$ cat src/rtl/lee_pkg.sv
// shared types and constants of the low-energy envelope core
`timescale 1ns / 1ps
`default_nettype none

package lee_pkg;

    localparam int SAMPLE_W   = 24;
    localparam int WLEN_W     = 8;
    localparam int KEEP_W     = 7;
    localparam int SCALE_W    = 16;
    localparam int SUM_W      = SAMPLE_W + KEEP_W;
    localparam int PROD_W     = SUM_W + SCALE_W;
    localparam int FRAC_W     = 12;
    localparam int CFG_IDX_W  = 2;
    localparam int CFG_DATA_W = 16;

    localparam logic [WLEN_W-1:0]   WLEN_RESET  = WLEN_W'(100);
    localparam logic [KEEP_W-1:0]   KEEP_RESET  = KEEP_W'(20);
    localparam logic [SCALE_W-1:0]  SCALE_RESET = SCALE_W'(2276);
    localparam logic [SAMPLE_W-1:0] ENV_MAX     = {SAMPLE_W{1'b1}};

    localparam logic [CFG_IDX_W-1:0] CFG_WINDOW_LENGTH = CFG_IDX_W'(0);
    localparam logic [CFG_IDX_W-1:0] CFG_KEEP_COUNT    = CFG_IDX_W'(1);
    localparam logic [CFG_IDX_W-1:0] CFG_SCALE         = CFG_IDX_W'(2);

    typedef enum logic [2:0] {
        S_IDLE,
        S_SETUP,
        S_SORT,
        S_SUM,
        S_MUL,
        S_SCALE,
        S_DONE
    } t_state;

    typedef struct packed {
        logic hist_push;
        logic hist_rotate;
        logic sort_clear;
        logic sort_insert;
        logic sort_drain;
    } t_cell_ctl;

endpackage

`default_nettype wire

$ cat src/rtl/lee_scaler.sv
// two-stage multiply, round and saturate of the window sum
`timescale 1ns / 1ps
`default_nettype none

module lee_scaler import lee_pkg::*; (
    input  wire logic                i_clk,
    input  wire logic                i_rst_n,
    input  wire logic                i_start,
    input  wire logic [SUM_W-1:0]    i_sum,
    input  wire logic [SCALE_W-1:0]  i_scale,
    output logic                     o_done,
    output logic      [SAMPLE_W-1:0] o_envelope
);

    localparam int ROUND_W = PROD_W + 1;
    localparam int SHIFT_W = ROUND_W - FRAC_W;

    logic [PROD_W-1:0]   r_prod;
    logic                r_prod_valid;
    logic [SAMPLE_W-1:0] r_env;
    logic                r_done;
    logic [ROUND_W-1:0]  w_round;
    logic [SHIFT_W-1:0]  w_shift;
    logic [SAMPLE_W-1:0] n_env;

    always_comb begin
        w_round = {1'b0, r_prod} + ROUND_W'(1 << (FRAC_W - 1));
        w_shift = w_round[ROUND_W-1:FRAC_W];
        if (|w_shift[SHIFT_W-1:SAMPLE_W]) begin
            n_env = ENV_MAX;
        end else begin
            n_env = w_shift[SAMPLE_W-1:0];
        end
    end

    always_ff @(posedge i_clk) begin
        if (i_start) begin
            r_prod <= PROD_W'(i_sum) * PROD_W'(i_scale);
        end
        if (r_prod_valid) begin
            r_env <= n_env;
        end
    end

    always_ff @(posedge i_clk) begin
        if (!i_rst_n) begin
            r_prod_valid <= 1'b0;
            r_done       <= 1'b0;
        end else begin
            r_prod_valid <= i_start;
            r_done       <= r_prod_valid;
        end
    end

    assign o_done     = r_done;
    assign o_envelope = r_env;

endmodule

`default_nettype wire

$ cat config.mk
export PLATFORM = sky130hd
export DESIGN_NAME = lee_scaler
export DESIGN_NICKNAME = d
export VERILOG_FILES = /design/src/rtl/lee_pkg.sv /design/src/rtl/lee_scaler.sv
export SDC_FILE = /design/constraint.sdc
export NUM_CORES = 1
export LEC_CHECK = 0
export BUFFER_PORTS_ARGS = -buffer_cell sky130_fd_sc_hd__buf_4
export CELL_PAD_IN_SITES_DETAIL_PLACEMENT = 1
export CELL_PAD_IN_SITES_GLOBAL_PLACEMENT = 1
export CORE_UTILIZATION = 25
export DETAILED_ROUTE_END_ITERATION = 7
export GPL_TIMING_DRIVEN = 0
export PLACE_DENSITY_LB_ADDON = 0.1
export SLEW_MARGIN = 20
export SYNTH_ARGS = -nofsm -noshare
export SYNTH_HDL_FRONTEND = slang
export SYNTH_SLANG_ARGS = --single-unit
$ cat constraint.sdc
create_clock -name i_clk -period 12.7 [get_ports i_clk]
set_input_delay 2.54 -clock i_clk [delete_from_list [all_inputs] [get_ports i_clk]]
set_output_delay 2.54 -clock i_clk [all_outputs]
set_load 0.01 [all_outputs]
; ---- Word-level counts from Yosys, hierarchy flattened
; Cells that the tools add are included.
; W data, S select, Z words.
[classes]
addsub = 1
n_mul = 1
reduce_logical = 1
[op_table]
columns = op, n
row1 = $add A47 B12 Y48 const B, 1
row2 = $mul A31 B16 Y47, 1
row3 = $reduce_or A12 Y1, 1
[word_totals]
regBits = 73
inputBits = 50
out_inout_bits = 25

; ---- Longest topological paths before layout
[logic_depth]
word_depth = 2
depth_mapped = 24
depth_no_buf = 23

; ---- Least setup slack after synthesis
; OpenSTA, ideal clock, no wires.
[synth_timing]
kind = input to register
startpoint = input port i_sum[22]
endpoint = register r_prod[44], data pin
setup_ns = 0.259
arrival_ns = 7.960
required_ns = 12.441
slack_ns = 4.481
stages = 21
path_buffers = 1
path_cell_list = clkbuf_1 > nand2_1 > fa_1 > fa_1 > fa_1 > inv_1 > fa_1 > fa_1 > inv_1 > fa_1 > inv_1 > ha_1 > a21o_1 > a21o_1 > a21o_1 > a221oi_1 > and3_1 > a21oi_1 > a31oi_2 > o21ai_0 > xnor2_1
[synth_via]
elab_chain_cells = 1
[synth_lines]
columns = element, line
row1 = start: declaration, lee_scaler.sv:9  ; input wire logic [SUM_W-1:0] i_sum,
row2 = $mul A31 B16 Y47, lee_scaler.sv:38  ; r_prod <= PROD_W'(i_sum) * PROD_W'(i_scale);
row3 = end signal: assignment, lee_scaler.sv:38
row4 = end: declaration, lee_scaler.sv:18  ; logic [PROD_W-1:0] r_prod;
; Every way passes these cells.
; A chain may end at the register's enable or synchronous reset.

; ---- Worst setup path in the final report
[layout_timing]
startpoint = input port i_sum[16]
endpoint = register r_prod[44], data pin
; The elaborated chain is that of the path after synthesis.

==> flow_metrics.py <==
metrics = {
    "floorplanning": {
        "num_io_pins": 75,
        "initial_core_util": 0.253,
        "fp-row-count": 97,
        "die_h_um": 268,
        "die_w_um": 268,
        "dieArea_mm2": 0.0717,
        "core_area_mm2": 0.0699,
    },
    "clock_network": {
        "cts_resized": 0,
        "htreeDepth": 3,
        "cts_hold_buf": 0,
        "cts.path.max_buffers": 2,
        "clk_latency_ns": 0.33,
        "tritoncts": "built",
        "clkTransAtPathRegs_ns": 0.05,
        "tritoncts.num_buffers": 9,
        "cts-root-buf": "clkbuf_16",
        "cts.sinks": 62,
        "cts_setup_buffers": 0,
    },
    "placed_design": {
        "place_inst": 2920,
        "place_area_mm2": 0.0194,
        "io_buffers": 74,
        "globalplace.congestion": 0.842,
        "dpl.hpwl_um": 53000,
    },
    "route": {
        "route.met3.wl_um": 1840,
        "wire_per_inst_um": 21.6,
        "top_layer": "met4",
        "drt_iter0_drc": 483,
        "wl_met1_um": 31000,
        "vias": 12700,
        "ant_nets": 0,
        "via_per_inst": 4.31,
        "first_pass_iters": 7,
        "wl_um": 63400,
        "drc": 4,
        "wl_met2_um": 30100,
    },
    "synth": {
        "netlist_instances": 1906,
        "netlist_area_mm2": 0.0177,
        "ys_seq_area_frac": 0.104,
        "async_flop_share": 0,
        "synth_simple_gate_area_frac": 0.176,
        "syn-num-nets": 2476,
        "synth_compound_area_frac": 0.0368,
        "synth_seq_cells": 62,
        "synth_mux_area_frac": 0.000567,
        "synthAdderAreaFrac": 0.540,
        "syn_avg_cell_area_um2": 9.26,
        "yosysWarnings": 0,
        "synth-edff-count": 60,
        "synth_cell_types": 50,
        "synth_xor_area_frac": 0.0308,
        "postSynth.topFlopCell": "edfxtp_1",
        "synth_top_family_by_area": "adder cells",
    },
    "setup_path": {
        "r2r_slack_ns": 9.66,
        "crit_type": "in2reg",
        "max_stage_delay_ns": 0.68,
        "crit_path_start": "i_sum[16]",
        "rr_worst_depth": 11,
        "crit_top_cell": "fa_1",
        "r2r-end": "o_envelope[13]",
        "critPathCaptureType": "flop",
        "path_delay_family": "adder cells",
        "startpoint_type": "input port",
        "critPathSlowestCell": "clkbuf_1",
        "crit_buf_inv": 5,
        "crit_path_cell_trace": "buf_4 -> clkbuf_1 -> nand2_1 -> fa_1 -> inv_1 -> fa_1 -> fa_1 -> fa_1 -> fa_1 -> inv_1 -> fa_1 -> inv_1 -> ha_1 -> a21o_1 -> a21o_1 -> a21o_1 -> a221oi_1 -> and3_1 -> a21oi_1 -> a31oi_2 -> o21ai_0 -> xnor2_1",
        "critical_path_arrival_ns": 9.34,
        "r2r-start": "r_prod[13]",
        "cp_max_fo": 10,
        "crit_required_ns": 12.78,
    },
    "grt": {
        "grt_max_degree": 38,
        "grt_pass1_wl_um": 95600,
        "overflow": 0,
        "antenna_found_initial": 3,
        "grt_pass1_vias": 14500,
        "grt_use_total": 0.183,
    },
    "min_path": {
        "hp-start": "r_prod[35]",
        "holdPathEnd": "o_envelope[23]",
        "whs_path_depth": 2,
        "hold_path.class": "reg2reg",
    },
    "cells_and_area": {
        "drive_gt1_frac": 0.0511,
        "final_nets": 2561,
        "stdcell_area_mm2": 0.0197,
        "area_delta_synth_final_pct": 11.7,
        "fin_cells": 2937,
    },
    "timing": {
        "worst_pin_slew_ns": 1.17,
        "fin_setup_tns_ns": 0,
        "fmax_ghz": 0.108,
        "skew_ns": 0.00625,
        "rsz0062_at_grt": "false",
        "period_share": 0.730,
        "post-route-min-period_ns": 9.27,
        "finalHoldViolCount": 0,
        "whs_ns": 0.609,
        "final-max-slew-violation-count": 0,
        "max-slew-margin-rel": 0.217,
        "setup_viol": 0,
    },
    "status": {
        "status": "complete, but fails checks",
        "failed_checks": "DRC",
    },
    "run": {
        "cap_violations": 0,
    },
}
-- worst max path at each step --
stage | endpoint | depth (start not counted) | slack (ns)
2_1_floorplan | r_prod[44] | 21 | 4.48
3_3_place_gp | r_prod[44] | 22 | 2.94
3_5_place_dp | r_prod[44] | 22 | 3.08
4_1_cts | r_prod[44] | 22 | 3.43
5_1_grt | r_prod[41] | 22 | 3.18
6_report | r_prod[44] | 22 | 3.43
-- cell type report --
| class | instances | area, um2 |
|---|---|---|
| fill | 8134 | 50200 |
| tap | 940 | 1180 |
| buffer | 82 | 333 |
| antenna | 1 | 2.50 |
| timing repair buffer | 74 | 556 |
| clock buffer | 9 | 225 |
| sequential | 62 | 1840 |
| clock inverter | 7 | 96.3 |
| inverter | 435 | 1630 |
| multi-input combinational | 1327 | 13800 |
-- worst reg2reg max path, stage by stage (launching register included) --
cell and delay, ns:
edfxtp_1 0.42, and4_1 0.24, nor3b_1 0.53, nand3_1 0.17, nor2_2 0.19, or4b_1 0.47
xnor2_1 0.14, nor2_1 0.11, and4_1 0.20, buf_6 0.12, buf_6 0.13, nand2_1 0.07
-- metal layers --
layer	vias up	global-route usage
met1	6660	0.263
li1	5792	-
met2	190	0.311
met4	0	0.0198
met5	-	0
met3	20	0.0111
-- stage by stage --
step / util / worst slack, ns
finish: 0.282 / 3.43
global route: 0.282 / 3.18
CTS: 0.282 / 3.43
detailed placement: 0.277 / 3.08
global placement: 0.277 / 2.94
floorplan: - / 4.48
-- state kept, by name, summed over array words and instances (netlist names) --
signal        cells
r_prod           36
o_envelope       24
o_done            1
r_prod_valid      1
-- Yosys cell counts, types with 2 or more instances --
| master | number | area [um2] |
|---|---|---|
| o21ai_0 | 17 | 85.1 |
| and4_1 | 5 | 43.8 |
| and2_1 | 211 | 1320 |
| nand4_1 | 10 | 62.6 |
| or3_1 | 4 | 25.0 |
| nand2b_1 | 5 | 31.3 |
| and3_1 | 10 | 62.6 |
| o21ai_1 | 2 | 10.0 |
| a31o_2 | 2 | 17.5 |
| o21a_1 | 5 | 37.5 |
| or2_2 | 2 | 12.5 |
| a221oi_1 | 3 | 26.3 |
| nor2_1 | 23 | 86.3 |
| a21o_1 | 19 | 143 |
| nand2_1 | 337 | 1260 |
| o21bai_1 | 5 | 37.5 |
| o211ai_1 | 2 | 15.0 |
| clkbuf_1 | 78 | 293 |
| xnor2_1 | 30 | 263 |
| nand3_1 | 18 | 90.1 |
| nor2b_1 | 4 | 25.0 |
| a31oi_1 | 5 | 31.3 |
| xor2_1 | 32 | 280 |
| fa_1 | 403 | 8070 |
| a21oi_1 | 28 | 140 |
| inv_1 | 435 | 1630 |
| a211oi_1 | 2 | 15.0 |
| ha_1 | 117 | 1460 |
| dfxtp_1 | 2 | 40.0 |
| edfxtp_1 | 60 | 1800 |
| buf_6 | 3 | 33.8 |
| nor3_1 | 9 | 45.0 |
-- kinds of logic (layout without fill, tap and decap cells) --
family | Yosys count | count (layout)
buf+inv | 517 | 607
simple gates | 644 | 644
other cells | 0 | 1
fa+ha+maj | 520 | 520
xor+xnor | 62 | 62
flops | 62 | 62
compound gates | 100 | 100
mux | 1 | 1
-- placed cells by master, fill, tap and decap left out, types with 17 or more instances in the layout --
| master | netlist | layout |
|---|---|---|
| inv_1 | 435 | 435 |
| a21o_1 | 19 | 19 |
| ha_1 | 117 | 117 |
| a21oi_1 | 28 | 28 |
| edfxtp_1 | 60 | 60 |
| fa_1 | 403 | 403 |
| and2_1 | 211 | 211 |
| nand3_1 | 18 | 18 |
| nor2_1 | 23 | 23 |
| clkbuf_1 | 78 | 76 |
| xnor2_1 | 30 | 30 |
| o21ai_0 | 17 | 17 |
| nand2_1 | 337 | 337 |
| buf_4 | 0 | 74 |
| xor2_1 | 32 | 32 |
Power is left out: the tool's default activity adds up to more than one toggle a clock period on the data nets, which glitch-free logic cannot reach.
