### src/rtl/lee_pkg.sv
// shared types and constants of the low-energy envelope core
`timescale 1ns / 1ps
`default_nettype none

package lee_pkg;

    localparam int SAMPLE_W   = 24;
    localparam int WLEN_W     = 8;
    localparam int KEEP_W     = 7;
    localparam int SCALE_W    = 16;
    localparam int SUM_W      = SAMPLE_W + KEEP_W;
    localparam int PROD_W     = SUM_W + SCALE_W;
    localparam int FRAC_W     = 12;
    localparam int CFG_IDX_W  = 2;
    localparam int CFG_DATA_W = 16;

    localparam logic [WLEN_W-1:0]   WLEN_RESET  = WLEN_W'(100);
    localparam logic [KEEP_W-1:0]   KEEP_RESET  = KEEP_W'(20);
    localparam logic [SCALE_W-1:0]  SCALE_RESET = SCALE_W'(2276);
    localparam logic [SAMPLE_W-1:0] ENV_MAX     = {SAMPLE_W{1'b1}};

    localparam logic [CFG_IDX_W-1:0] CFG_WINDOW_LENGTH = CFG_IDX_W'(0);
    localparam logic [CFG_IDX_W-1:0] CFG_KEEP_COUNT    = CFG_IDX_W'(1);
    localparam logic [CFG_IDX_W-1:0] CFG_SCALE         = CFG_IDX_W'(2);

    typedef enum logic [2:0] {
        S_IDLE,
        S_SETUP,
        S_SORT,
        S_SUM,
        S_MUL,
        S_SCALE,
        S_DONE
    } t_state;

    typedef struct packed {
        logic hist_push;
        logic hist_rotate;
        logic sort_clear;
        logic sort_insert;
        logic sort_drain;
    } t_cell_ctl;

endpackage

`default_nettype wire

### src/rtl/lee_cell.sv
// one cell of the history and insertion-sort chain
`timescale 1ns / 1ps
`default_nettype none

module lee_cell import lee_pkg::*; (
    input  wire logic                i_clk,
    input  wire logic                i_rst_n,
    input  wire t_cell_ctl           i_ctl,
    input  wire logic [SAMPLE_W-1:0] i_key,
    input  wire logic [SAMPLE_W-1:0] i_hist_lo,
    input  wire logic [SAMPLE_W-1:0] i_hist_hi,
    input  wire logic [SAMPLE_W-1:0] i_sort_lo,
    input  wire logic                i_occ_lo,
    input  wire logic                i_gt_lo,
    input  wire logic [SAMPLE_W-1:0] i_sort_hi,
    output logic      [SAMPLE_W-1:0] o_hist,
    output logic      [SAMPLE_W-1:0] o_sort,
    output logic                     o_occ,
    output logic                     o_gt
);

    logic [SAMPLE_W-1:0] r_hist;
    logic [SAMPLE_W-1:0] r_sort;
    logic                r_occ;
    logic                w_take;

    // key belongs at or before this slot
    assign o_gt   = !r_occ || (r_sort > i_key);
    assign w_take = i_ctl.sort_insert && o_gt;

    always_ff @(posedge i_clk) begin
        if (i_ctl.hist_push) begin
            r_hist <= i_hist_lo;
        end else if (i_ctl.hist_rotate) begin
            r_hist <= i_hist_hi;
        end
    end

    always_ff @(posedge i_clk) begin
        if (w_take) begin
            r_sort <= i_gt_lo ? i_sort_lo : i_key;
        end else if (i_ctl.sort_drain) begin
            r_sort <= i_sort_hi;
        end
    end

    always_ff @(posedge i_clk) begin
        if (!i_rst_n) begin
            r_occ <= 1'b0;
        end else if (i_ctl.sort_clear) begin
            r_occ <= 1'b0;
        end else if (w_take) begin
            r_occ <= i_gt_lo ? i_occ_lo : 1'b1;
        end
    end

    assign o_hist = r_hist;
    assign o_sort = r_sort;
    assign o_occ  = r_occ;

endmodule

`default_nettype wire

### config.mk
export PLATFORM = sky130hd
export DESIGN_NAME = lee_cell
export DESIGN_NICKNAME = d
export VERILOG_FILES = /design/src/rtl/lee_pkg.sv /design/src/rtl/lee_cell.sv
export SDC_FILE = /design/constraint.sdc
export NUM_CORES = 1
export LEC_CHECK = 0
export ABC_AREA = 1
export ABC_CLOCK_PERIOD_IN_PS = 7300
export BUFFER_PORTS_ARGS = -buffer_cell sky130_fd_sc_hd__clkbuf_2
export CAP_MARGIN = 10
export CORE_ASPECT_RATIO = 0.8
export CORE_MARGIN = 1.5
export CORE_UTILIZATION = 48
export CTS_BUF_LIST = sky130_fd_sc_hd__clkbuf_16
export DETAILED_ROUTE_END_ITERATION = 10
export GPL_ROUTABILITY_DRIVEN = 1
export MAX_ROUTING_LAYER = met4
export PLACE_DENSITY = 0.87
export SYNTH_ARGS = -nofsm -noshare
export SYNTH_HDL_FRONTEND = slang
export SYNTH_SLANG_ARGS = --single-unit
### constraint.sdc
create_clock -name i_clk -period 7.3 [get_ports i_clk]
set_input_delay 0.365 -clock i_clk [delete_from_list [all_inputs] [get_ports i_clk]]
set_output_delay 0.365 -clock i_clk [all_outputs]
set_load 0.1 [all_outputs]
# [Word-level counts from Yosys, hierarchy flattened]
# Cells that the tools add are included.
[word_totals] reg_bits=49 in_bits=129 out_inout_bits=50 wordCells=17
[op_classes] magnitude_cmp=1 muxes=6 n_bitwise=1 n_reduce_logical=6
[op_table] op="24-bit two-way mux" n=5
[op_table] op="24-bit greater-than comparator" n=1
[op_table] op="2-bit nonzero test" n=2
[op_table] op="2-bit OR reduction" n=1
[op_table] op="1-bit logical AND" n=1
[op_table] op="1-bit logical NOT" n=1
[op_table] op="1-bit logical OR" n=1
[op_table] op="1-bit two-way mux" n=1
[op_table] op="1-bit NOT" n=1

# [Longest topological paths before layout]
# Gate-level depths: netlist (run 1).
[depth] word_depth=4 ltp_mapped=17 depth_no_buf=16

# [Worst setup path after synthesis (run 1)]
# OpenSTA, ideal clock, no wires.
[synth_timing] path_kind="register to register" from="reg r_sort[23] (netlist: o_sort[23])" to="reg r_sort[0] (netlist: o_sort[0]), enable pin" setup_time_ns=0.381 arrival_ns=2.673 slack_ns=4.246 stages_incl_launch_ff=13 n_path_buf=1 path_cell_list="edfxtp_1 > ha_1 > nand2_1 > nor2_2 > nand2_1 > nor3_2 > nand2_1 > nand3_2 > nand2_2 > nand2_4 > nand2_4 > buf_6 > nand2_1"
[synth_via] elab_chain_cells=4
[synth_rtl] element="start: declaration" line="lee_cell.sv:23" source="logic [SAMPLE_W-1:0] r_sort;"
[synth_rtl] element="start signal: assignment" line="lee_cell.sv:41" source="r_sort <= i_gt_lo ? i_sort_lo : i_key;"
[synth_rtl] element="start signal: assignment" line="lee_cell.sv:43" source="r_sort <= i_sort_hi;"
[synth_rtl] element="24-bit greater-than comparator" line="lee_cell.sv:28" source="assign o_gt = !r_occ || (r_sort > i_key);"
[synth_rtl] element="1-bit logical OR" line="lee_cell.sv:28"
[synth_rtl] element="1-bit logical AND" line="lee_cell.sv:29" source="assign w_take = i_ctl.sort_insert && o_gt;"
[synth_rtl] element="2-bit nonzero test (no line)"
# Every way passes these cells.
# A chain may end at the register's enable or synchronous reset.

# [Final worst setup path (run 1)]
[layout_timing] from="reg r_sort[22] (netlist: o_sort[22])" to="reg r_sort[11] (netlist: o_sort[11]), enable pin"
# Same word-level chain as after synthesis.

==> results of run 1 <==
==> logic make-up (layout without fill, tap and decap cells) <==
family,Yosys count,in the layout
and+or+nand+nor,222,222
adders and majority gates,24,24
DFF,49,49
buffers and inverters,54,223
AOI/OAI and AO/OA,34,34
==> state kept, by name, indices dropped and copies added, names as in the netlist <==
name and cells:
o_sort 24, o_hist 24, o_occ 1
==> layout make-up <==
type	instances	area [um2]	area share (%)
Clock inverter	3	12.5	0.302
Clock buffer	5	125	3.02
Sequential cell	49	1460	35.2
Tap cell	84	105	2.53
Timing Repair Buffer	178	891	21.5
Multi-Input combinational cell	280	1420	34.1
Inverter	37	139	3.35
==> worst max-delay path, stage by stage (launching register included) <==
cell and delay, ns:
edfxtp_1 0.42, ha_1 0.32, nand2_1 0.08, nor2_2 0.15
nand2_1 0.08, nor3_2 0.18, nand2_1 0.10, nand3_2 0.07
nand2_2 0.06, nand2_4 0.23, nand2_4 0.27, nand2_1 0.84
==> stage by stage <==
step | setup slack [ns] | total power [mW]
finish | 4.11 | 0.971
detailed placement | 4.08 | 0.763
global placement | 4.19 | 0.756
global route | 3.86 | 1.01
CTS | 4.13 | 0.977
floorplan | 4.25 | 0.680
==> synth_stat cells, drive strengths merged <==
| cell type | count |
|---|---|
| and3 | 1 |
| nor2 | 7 |
| buf | 6 |
| a21o | 2 |
| edfxtp | 48 |
| nor3 | 1 |
| dfxtp | 1 |
| inv | 37 |
| a21oi | 8 |
| nand3 | 29 |
| and2 | 1 |
| ha | 24 |
| nor3b | 1 |
| or2 | 1 |
| nand4 | 1 |
| o21ai | 24 |
| nand2 | 180 |
| clkbuf | 11 |
==> how the worst max path moves through the flow <==
| stage | start | slack [ns] | endpoint |
|---|---|---|---|
| 6_report | o_sort[22] | 4.11 | o_sort[11] |
| 2_1_floorplan | o_sort[23] | 4.25 | o_sort[0] |
| 3_3_place_gp | i_key[23] | 4.19 | o_sort[10] |
| 4_1_cts | o_sort[23] | 4.13 | o_sort[10] |
| 5_1_grt | o_sort[22] | 3.86 | o_sort[7] |
| 3_5_place_dp | i_key[22] | 4.08 | o_sort[10] |
==> routing by layer <==
layer | share of wire [%] | routed length [um]
met5 | 0 | 0
met4 | 1.2 | 90
met3 | 6.7 | 510
met2 | 52 | 3930
met1 | 41 | 3090
==> power breakdown <==
group | total [mW] | internal (mW) | switching, mW
Sequential | 0.361 | 0.347 | 0.0139
Combinational | 0.396 | 0.0807 | 0.315
Clock | 0.214 | 0.124 | 0.0906
Total | 0.971 | 0.551 | 0.419
==> impl_metrics.env, run 1 <==
export IMPL_status="finished, final reports clean"
export IMPL_grt_pass1_wl_um=11500
export IMPL_holdWs_ns=0.317
export IMPL_min_period_ns=3.19
export IMPL_netlist_area_leader_share_pct=46.4
export IMPL_avgRoutedWirePerCell_um=12.0
export IMPL_dpl_hpwl_um=6170
export IMPL_avgSynthCellArea_um2=8.11
export IMPL_grt_ovfl_total=0
export IMPL_antenna_found_initial=0
export IMPL_final_layout_size_suffix_gt1_share_pct=36.4
export IMPL_critPathKind="reg2reg"
export IMPL_end_kind="register"
export IMPL_synth_fa_ha_area_share_pct=9.67
export IMPL_ys_warn_count=0
export IMPL_dp_cells=628
export IMPL_wirelength_um=7620
export IMPL_met2_usage_pct=39.4
export IMPL_maxCapViolations=0
export IMPL_grt_use_total_pct=21.8
export IMPL_synth_top_area_cell="edfxtp_1"
export IMPL_insertion_delay_ns=0.28
export IMPL_drc=0
export IMPL_grt_use_met1_pct=26.0
export IMPL_routabilityCongestion=0.804
export IMPL_synth_seq_area_share_pct=47.0
export IMPL_htreeDepth=2
export IMPL_hold_path_class="in2reg"
export IMPL_startpoint_type="register"
export IMPL_drtIter0Drc=167
export IMPL_reg2reg_slack_ns=4.11
export IMPL_clk_pin_slew_worst_paths_ns=0.06
export IMPL_dr_pass1_iters=4
export IMPL_areaGrowthSynthToFinish_pct=33.5
export IMPL_fin_nets=704
export IMPL_clock_fmax_mhz=314
export IMPL_vias=3065
export IMPL_grt_max_degree=49
export IMPL_hold_depth=4
export IMPL_placedInstanceArea_um2=4010
export IMPL_die_x_um=92.9
export IMPL_min_from="i_ctl[2]"
export IMPL_slew_headroom_pct=32.0
export IMPL_antenna_cells=0
export IMPL_grt_pass1_vias=2653
export IMPL_synth_area_leaders="edfxtp_1 (46%), nand2_1 (20%), ha_1 (9.7%)"
export IMPL_grt_use_met3_pct=2.83
export IMPL_grt_setup_unrepaired="no"
export IMPL_ys_types=26
export IMPL_utilization_pct=65.7
export IMPL_vias_per_cell=4.82
export IMPL_cts_tree="done"
export IMPL_fin_skew_ns=0.00340
export IMPL_core_um2=6310
export IMPL_synth_fp_nets=536
export IMPL_min_to="o_occ"
export IMPL_cts_resized=0
export IMPL_io_buffers=178
export IMPL_vdd_drop_max_uv=116
export IMPL_worst_slew_pin_slew_ns=1.02
export IMPL_postCtsHoldBufs=0
export IMPL_final_area_um2=4150
export IMPL_finalNonFillerCells=636
export IMPL_cts_buffers=5
export IMPL_regToRegStartpoint="o_sort[22]"
export IMPL_cp_max_fo=27
export IMPL_row_count=26
export IMPL_cp_arrival_ns=3.09
export IMPL_ys_seq_elements=49
export IMPL_clock_sinks=49
export IMPL_cts_root_buf="clkbuf_16"
export IMPL_io_pins=179
export IMPL_setup_violations=0
export IMPL_synth_compound_area_share_pct=5.64
export IMPL_synth_top_family_by_area="simple AND/OR/NAND/NOR gates"
export IMPL_clk_path_buf_depth=2
export IMPL_syn_inst=383
export IMPL_busiest_layer="met2"
export IMPL_post_cts_buffers=0
export IMPL_finalSetupTns_ns=0
export IMPL_r2r_cells=11
export IMPL_syn_cell_area_um2=3110
export IMPL_yosys_area_share_simple_pct=30.2
export IMPL_die_h_um=75.0
export IMPL_final_cell_mix="clkbuf_2 (178), nand2_1 (167), edfxtp_1 (48)"
export IMPL_p_leak_nw=2.37
export IMPL_reg2reg_to="o_sort[11]"
export IMPL_drv_slew=0
export IMPL_cp_required_ns=7.20
export IMPL_ant_nets=0
export IMPL_hold_viol_final=0
export IMPL_final_common_cell="clkbuf_2"
export IMPL_fillerInstances=553
export IMPL_dieArea_um2=6970
export IMPL_synth_xor_area_share_pct=0
export IMPL_start_util_pct=49.2
export IMPL_cellPowerDensity_nw_per_um2=234
export IMPL_fin_crit_sh_pct=43.7
export IMPL_synth_mux_area_fraction_pct=0
Note: power is estimated with default switching activity, not from simulation.
==> run 2, diff against run 1 <==
Settings changed: ABC_CLOCK_PERIOD_IN_PS 7300 to 3100, CORE_UTILIZATION 48 to 45, PLACE_DENSITY 0.87 to 0.82.
Clock period 7.3 ns to 3.1 ns, I/O delays scaled along.
==> run 2 against run 1 <==
- clock-buffer cell count stayed put
- utilization is 2.1 points lower
- sequential power is 140% higher
- worst setup slack worse by 3.6 ns
- cell count is 0.31% higher
- highest routed layer unchanged
- design area is 0.33% higher
- die area is 6.4% higher
- wire length is 5.2% higher
==> impl_metrics.env, run 2 (synthesized netlist as in run 1, its figures left out) <==
export IMPL_fin_nets=706
export IMPL_hold_path_class="in2reg"
export IMPL_ant_nets=0
export IMPL_clk_path_buf_depth=2
export IMPL_end_kind="output port"
export IMPL_core_um2=6540
export IMPL_final_common_cell="clkbuf_2"
export IMPL_clkPwrFrac_pct=22.0
export IMPL_io_buffers=178
export IMPL_critPathKind="reg2out"
export IMPL_insertion_delay_ns=0.28
export IMPL_regToRegStartpoint="o_sort[19]"
export IMPL_cp_slowest_cell="clkbuf_2"
export IMPL_dpl_hpwl_um=6500
export IMPL_cts_root_buf="clkbuf_16"
export IMPL_cp_endpoint="o_gt"
export IMPL_crit_chain="ha_1, nand2_1, nor2_1, nand2_1, nor3_2, nand2_1, nand3_2, nand2_2, nand2_4, clkbuf_2"
export IMPL_die_h_um=77.3
export IMPL_maxCapViolations=0
export IMPL_power_report_internal_total_mw=1.30
export IMPL_start_util_pct=47.5
export IMPL_switching_share_pct=43.3
export IMPL_reg2reg_slack_ns=0.68
export IMPL_wl_met1_um=3160
export IMPL_antenna_cells=0
export IMPL_dieArea_um2=7410
export IMPL_worst_path_buf_inv=1
export IMPL_drv_slew=0
export IMPL_hold_viol_final=0
export IMPL_die_x_um=95.9
export IMPL_drtIter0Drc=204
export IMPL_clock_fmax_mhz=385
export IMPL_seq_power_share_pct=37.0
export IMPL_r2r_cells=12
export IMPL_dr_wl_met2_um=4050
export IMPL_postCtsHoldBufs=0
export IMPL_reg2reg_to="o_sort[12]"
export IMPL_final_layout_size_suffix_gt1_share_pct=36.5
export IMPL_fin_skew_ns=0.00663
export IMPL_vias=3083
export IMPL_drc=0
export IMPL_startpoint_type="register"
export IMPL_cts_tree="done"
export IMPL_cp_required_ns=2.94
export IMPL_final_cell_mix="clkbuf_2 (178), nand2_1 (167), edfxtp_1 (48)"
export IMPL_clock_sinks=49
export IMPL_areaGrowthSynthToFinish_pct=34.0
export IMPL_min_period_ns=2.60
export IMPL_crit_family="simple AND/OR/NAND/NOR gates"
export IMPL_p_leak_nw=2.38
export IMPL_routabilityCongestion=0.832
export IMPL_cts_resized=0
export IMPL_setup_violations=0
export IMPL_wl_met3_um=754
export IMPL_wirelength_um=8020
export IMPL_clk_pin_slew_worst_paths_ns=0.06
export IMPL_crit_top_cell="nand2_1"
export IMPL_crit_path_max_incr_delay_ns=0.52
export IMPL_grt_ovfl_total=0
export IMPL_switchingPower_uw=993
export IMPL_avgRoutedWirePerCell_um=12.6
export IMPL_grt_max_degree=49
export IMPL_grt_pass1_vias=2721
export IMPL_cp_arrival_ns=2.45
export IMPL_grt_setup_unrepaired="no"
export IMPL_cellPowerDensity_nw_per_um2=551
export IMPL_crit_start="o_sort[19]"
export IMPL_worst_path_stages=10
export IMPL_vdd_drop_max_uv=334
export IMPL_slew_headroom_pct=46.6
export IMPL_finalSetupTns_ns=0
export IMPL_grt_use_total_pct=21.5
export IMPL_dr_pass1_iters=4
export IMPL_p_comb_share_pct=41.0
export IMPL_antenna_found_initial=0
export IMPL_vias_per_cell=4.83
export IMPL_cp_max_fo=27
export IMPL_grt_pass1_wl_um=12000
export IMPL_cts_buffers=5
export IMPL_fin_crit_sh_pct=83.9
export IMPL_power_mw=2.29
export IMPL_htreeDepth=2
export IMPL_top_layer_used="met4"
export IMPL_post_cts_buffers=0
export IMPL_io_pins=179
export IMPL_status="finished, final reports clean"
export IMPL_worst_slew_pin_slew_ns=0.802
export IMPL_row_count=26
==> run 2: cell count changes in the layout (fill, tap and decap cells not counted), sizes merged <==
cell / before / now
inv: 39 / 40
clkinv: 1 / 0
buf: 0 / 2
==> run 2: layer usage <==
metal  up-vias  track usage, %
li1       1581               -
met3         4            4.07
met2       147            38.1
met1      1351            25.3
met5         -               -
met4         0            3.97
==> run 2: worst min path at each step <==
stage                     startpoint  endpoint  cells after the start  slack [ns]
after global routing        i_ctl[2]     o_occ                      4        0.13
after global placement      i_ctl[2]     o_occ                      4        0.40
after floorplan             i_ctl[2]     o_occ                      3        0.31
final                       i_ctl[2]     o_occ                      4        0.12
after detailed placement    i_ctl[2]     o_occ                      4        0.41
after CTS                   i_ctl[2]     o_occ                      4        0.11
==> run 2: per-stage QoR <==
step | util [%] | setup WS, ns | cells | area, um2 | hold WS (ns)
after floorplan | - | 0.0458 | 383 | 3110 | 0.307
after global placement | 61.6 | 0.775 | 630 | 4030 | 0.401
after detailed placement | 61.6 | 0.700 | 630 | 4030 | 0.405
after CTS | 63.7 | 0.494 | 638 | 4160 | 0.110
after global routing | 63.7 | 0.292 | 638 | 4160 | 0.127
final | 63.7 | 0.499 | 638 | 4160 | 0.115
==> run 2: worst reg2reg max path: cells and delay by family (launching register included) <==
kind / cells / cell delay [ns]
simple gates: 10 / 1.03
buf+inv: 1 / 0.30
flops: 1 / 0.41
fa+ha+maj: 1 / 0.34
==> run 2: power by group through the flow <==
stage / sequential [mW] / clock [mW] / combinational, mW
after global routing: 0.854 / 0.541 / 0.992
after global placement: 0.858 / 0 / 0.926
final: 0.849 / 0.504 / 0.939
after floorplan: 1.38 / 0 / 0.217
after detailed placement: 0.864 / 0 / 0.941
after CTS: 0.849 / 0.512 / 0.944
==> run 2: area by class of cell <==
cell class / instances / area [um2]
Sequential cell: 49 / 1460
Clock inverter: 3 / 11.3
Fill cell: 568 / 2380
Tap cell: 84 / 105
Multi-Input combinational cell: 280 / 1420
Timing Repair Buffer: 180 / 906
Inverter: 37 / 139
Clock buffer: 5 / 125
==> run 3, diff against run 2 <==
Settings changed: ABC_CLOCK_PERIOD_IN_PS 3100 to 2500.
Clock period 3.1 ns to 2.5 ns, I/O delays scaled along.
==> run 3 against run 2 <==
- worst setup slack worse by 0.34 ns
- utilization up 1.0 points
- wire length up 0.17%
- largest cell class is now multi-input combinational cells
==> impl_metrics.env, run 3 (synthesized netlist as in run 1, its figures left out) <==
export IMPL_maxCapViolations=0
export IMPL_power_report_internal_total_mw=1.62
export IMPL_hold_path_class="in2reg"
export IMPL_dr_pass1_iters=5
export IMPL_grt_setup_unrepaired="no"
export IMPL_setup_violations=0
export IMPL_crit_chain="ha_1, nand2_1, nor2_1, nand2_1, nor3_2, nand2_1, nand3_2, nand2_2, nand2_4, buf_6, buf_12"
export IMPL_slew_headroom_pct=46.9
export IMPL_avgRoutedWirePerCell_um=12.6
export IMPL_setup_ws_ns=0.160
export IMPL_clk_path_buf_depth=2
export IMPL_cp_arrival_ns=2.21
export IMPL_htreeDepth=2
export IMPL_ant_nets=0
export IMPL_power_mw=2.87
export IMPL_r2r_cells=11
export IMPL_drtIter0Drc=168
export IMPL_worst_path_stages=11
export IMPL_clock_sinks=49
export IMPL_crit_family="simple AND/OR/NAND/NOR gates"
export IMPL_die_x_um=95.9
export IMPL_insertion_delay_ns=0.28
export IMPL_cts_tree="done"
export IMPL_p_comb_share_pct=41.0
export IMPL_post_cts_buffers=0
export IMPL_fin_skew_ns=0.00270
export IMPL_dpl_hpwl_um=6410
export IMPL_end_kind="output port"
export IMPL_cp_slowest_cell="edfxtp_1"
export IMPL_switchingPower_mw=1.24
export IMPL_grt_max_degree=49
export IMPL_hold_depth=4
export IMPL_die_h_um=77.3
export IMPL_min_period_ns=2.34
export IMPL_vias=3069
export IMPL_grt_ovfl_total=0
export IMPL_holdWs_ns=0.0804
export IMPL_fin_crit_sh_pct=93.6
export IMPL_place_ws_ns=0.175
export IMPL_drv_slew=0
export IMPL_grt_pass1_wl_um=12200
export IMPL_row_count=26
export IMPL_final_cell_mix="clkbuf_2 (177), nand2_1 (166), edfxtp_1 (48)"
export IMPL_worst_slew_pin_slew_ns=0.797
export IMPL_worst_path_buf_inv=2
export IMPL_antenna_found_initial=0
export IMPL_finalNonFillerCells=638
export IMPL_drc=0
export IMPL_cts_buffers=5
export IMPL_core_um2=6540
export IMPL_cellPowerDensity_nw_per_um2=678
export IMPL_startpoint_type="register"
export IMPL_crit_top_cell="nand2_1"
export IMPL_crit_path_max_incr_delay_ns=0.40
export IMPL_io_buffers=178
export IMPL_areaGrowthSynthToFinish_pct=36.1
export IMPL_final_common_cell="clkbuf_2"
export IMPL_switching_share_pct=43.4
export IMPL_final_layout_size_suffix_gt1_share_pct=37.4
export IMPL_grt_use_total_pct=21.6
export IMPL_status="finished, final reports clean"
export IMPL_antenna_cells=0
export IMPL_vdd_drop_max_uv=447
export IMPL_cts_root_buf="clkbuf_16"
export IMPL_start_util_pct=47.5
export IMPL_clk_pin_slew_worst_paths_ns=0.06
export IMPL_io_pins=179
export IMPL_dieArea_um2=7410
export IMPL_clkPwrFrac_pct=22.3
export IMPL_fin_nets=706
export IMPL_wirelength_um=8030
export IMPL_fillerInstances=585
export IMPL_critPathKind="reg2out"
export IMPL_seq_power_share_pct=36.7
export IMPL_hold_viol_final=0
export IMPL_vias_per_cell=4.81
export IMPL_finalSetupTns_ns=0
export IMPL_clock_fmax_mhz=427
export IMPL_cp_max_fo=26
export IMPL_cp_required_ns=2.38
export IMPL_routabilityCongestion=0.803
export IMPL_p_leak_nw=2.39
export IMPL_grt_pass1_vias=2775
export IMPL_dp_cells=629
## run 3: cell count changes in the layout (fill, tap and decap cells not counted), moves of 2 or more
cell and delta:
ha_1 -2, ha_4 +2, inv_1 -2, clkinv_2 +2, buf_4 -2
## run 3: metal layers
| metal | GRT usage (%) | wire length (um) | vias up |
|---|---|---|---|
| li1 | - | - | 1578 |
| met1 | 25.1 | 3230 | 1348 |
| met2 | 38.0 | 4010 | 134 |
| met3 | 5.06 | 730 | 9 |
| met4 | 3.53 | 68 | 0 |
| met5 | - | 0 | - |
## run 3: power groups by stage
stage | sequential [mW] | clock, mW | combinational [mW]
global route | 1.06 | 0.677 | 1.24
detailed placement | 1.07 | 0 | 1.17
floorplan | 1.72 | 0 | 0.278
global placement | 1.07 | 0 | 1.16
finish | 1.05 | 0.639 | 1.17
CTS | 1.05 | 0.649 | 1.18
## run 3: final timing paths
check	start	slack, ns	to
worst max register to register	o_sort[18]	0.17	o_sort[3]
worst min-delay path	i_ctl[2]	0.08	o_occ
worst min register to register	o_occ	0.66	o_occ
worst max-delay path	o_sort[18]	0.16	o_gt
## run 3: area by class of cell
cell class	count	area (um2)	area share (%)
clock buffer	5	125	2.96
clock inverter	3	13.8	0.325
inverter	37	139	3.28
multi-input combinational	281	1470	34.7
sequential	49	1460	34.6
tap	84	105	2.49
timing repair buffer	179	917	21.7
## run 3: through the flow
stage               instance area, um2  util (%)
detailed placement                4080      62.3
CTS                               4210      64.4
global route                      4230      64.7
global placement                  4080      62.3
finish                            4230      64.7
floorplan                         3150         -
## run 3: tightest hold or removal path, delay by kind of cell
kind / cells / cell delay (ns)
buf+inv: 2 / 0.11
simple gates: 2 / 0.09
## run 3: timing repair
item / in CTS / in global routing
endpoints found under the setup margin: 0 / 4
gates resized for setup: 0 / 1
hold buffers: 0 / 0
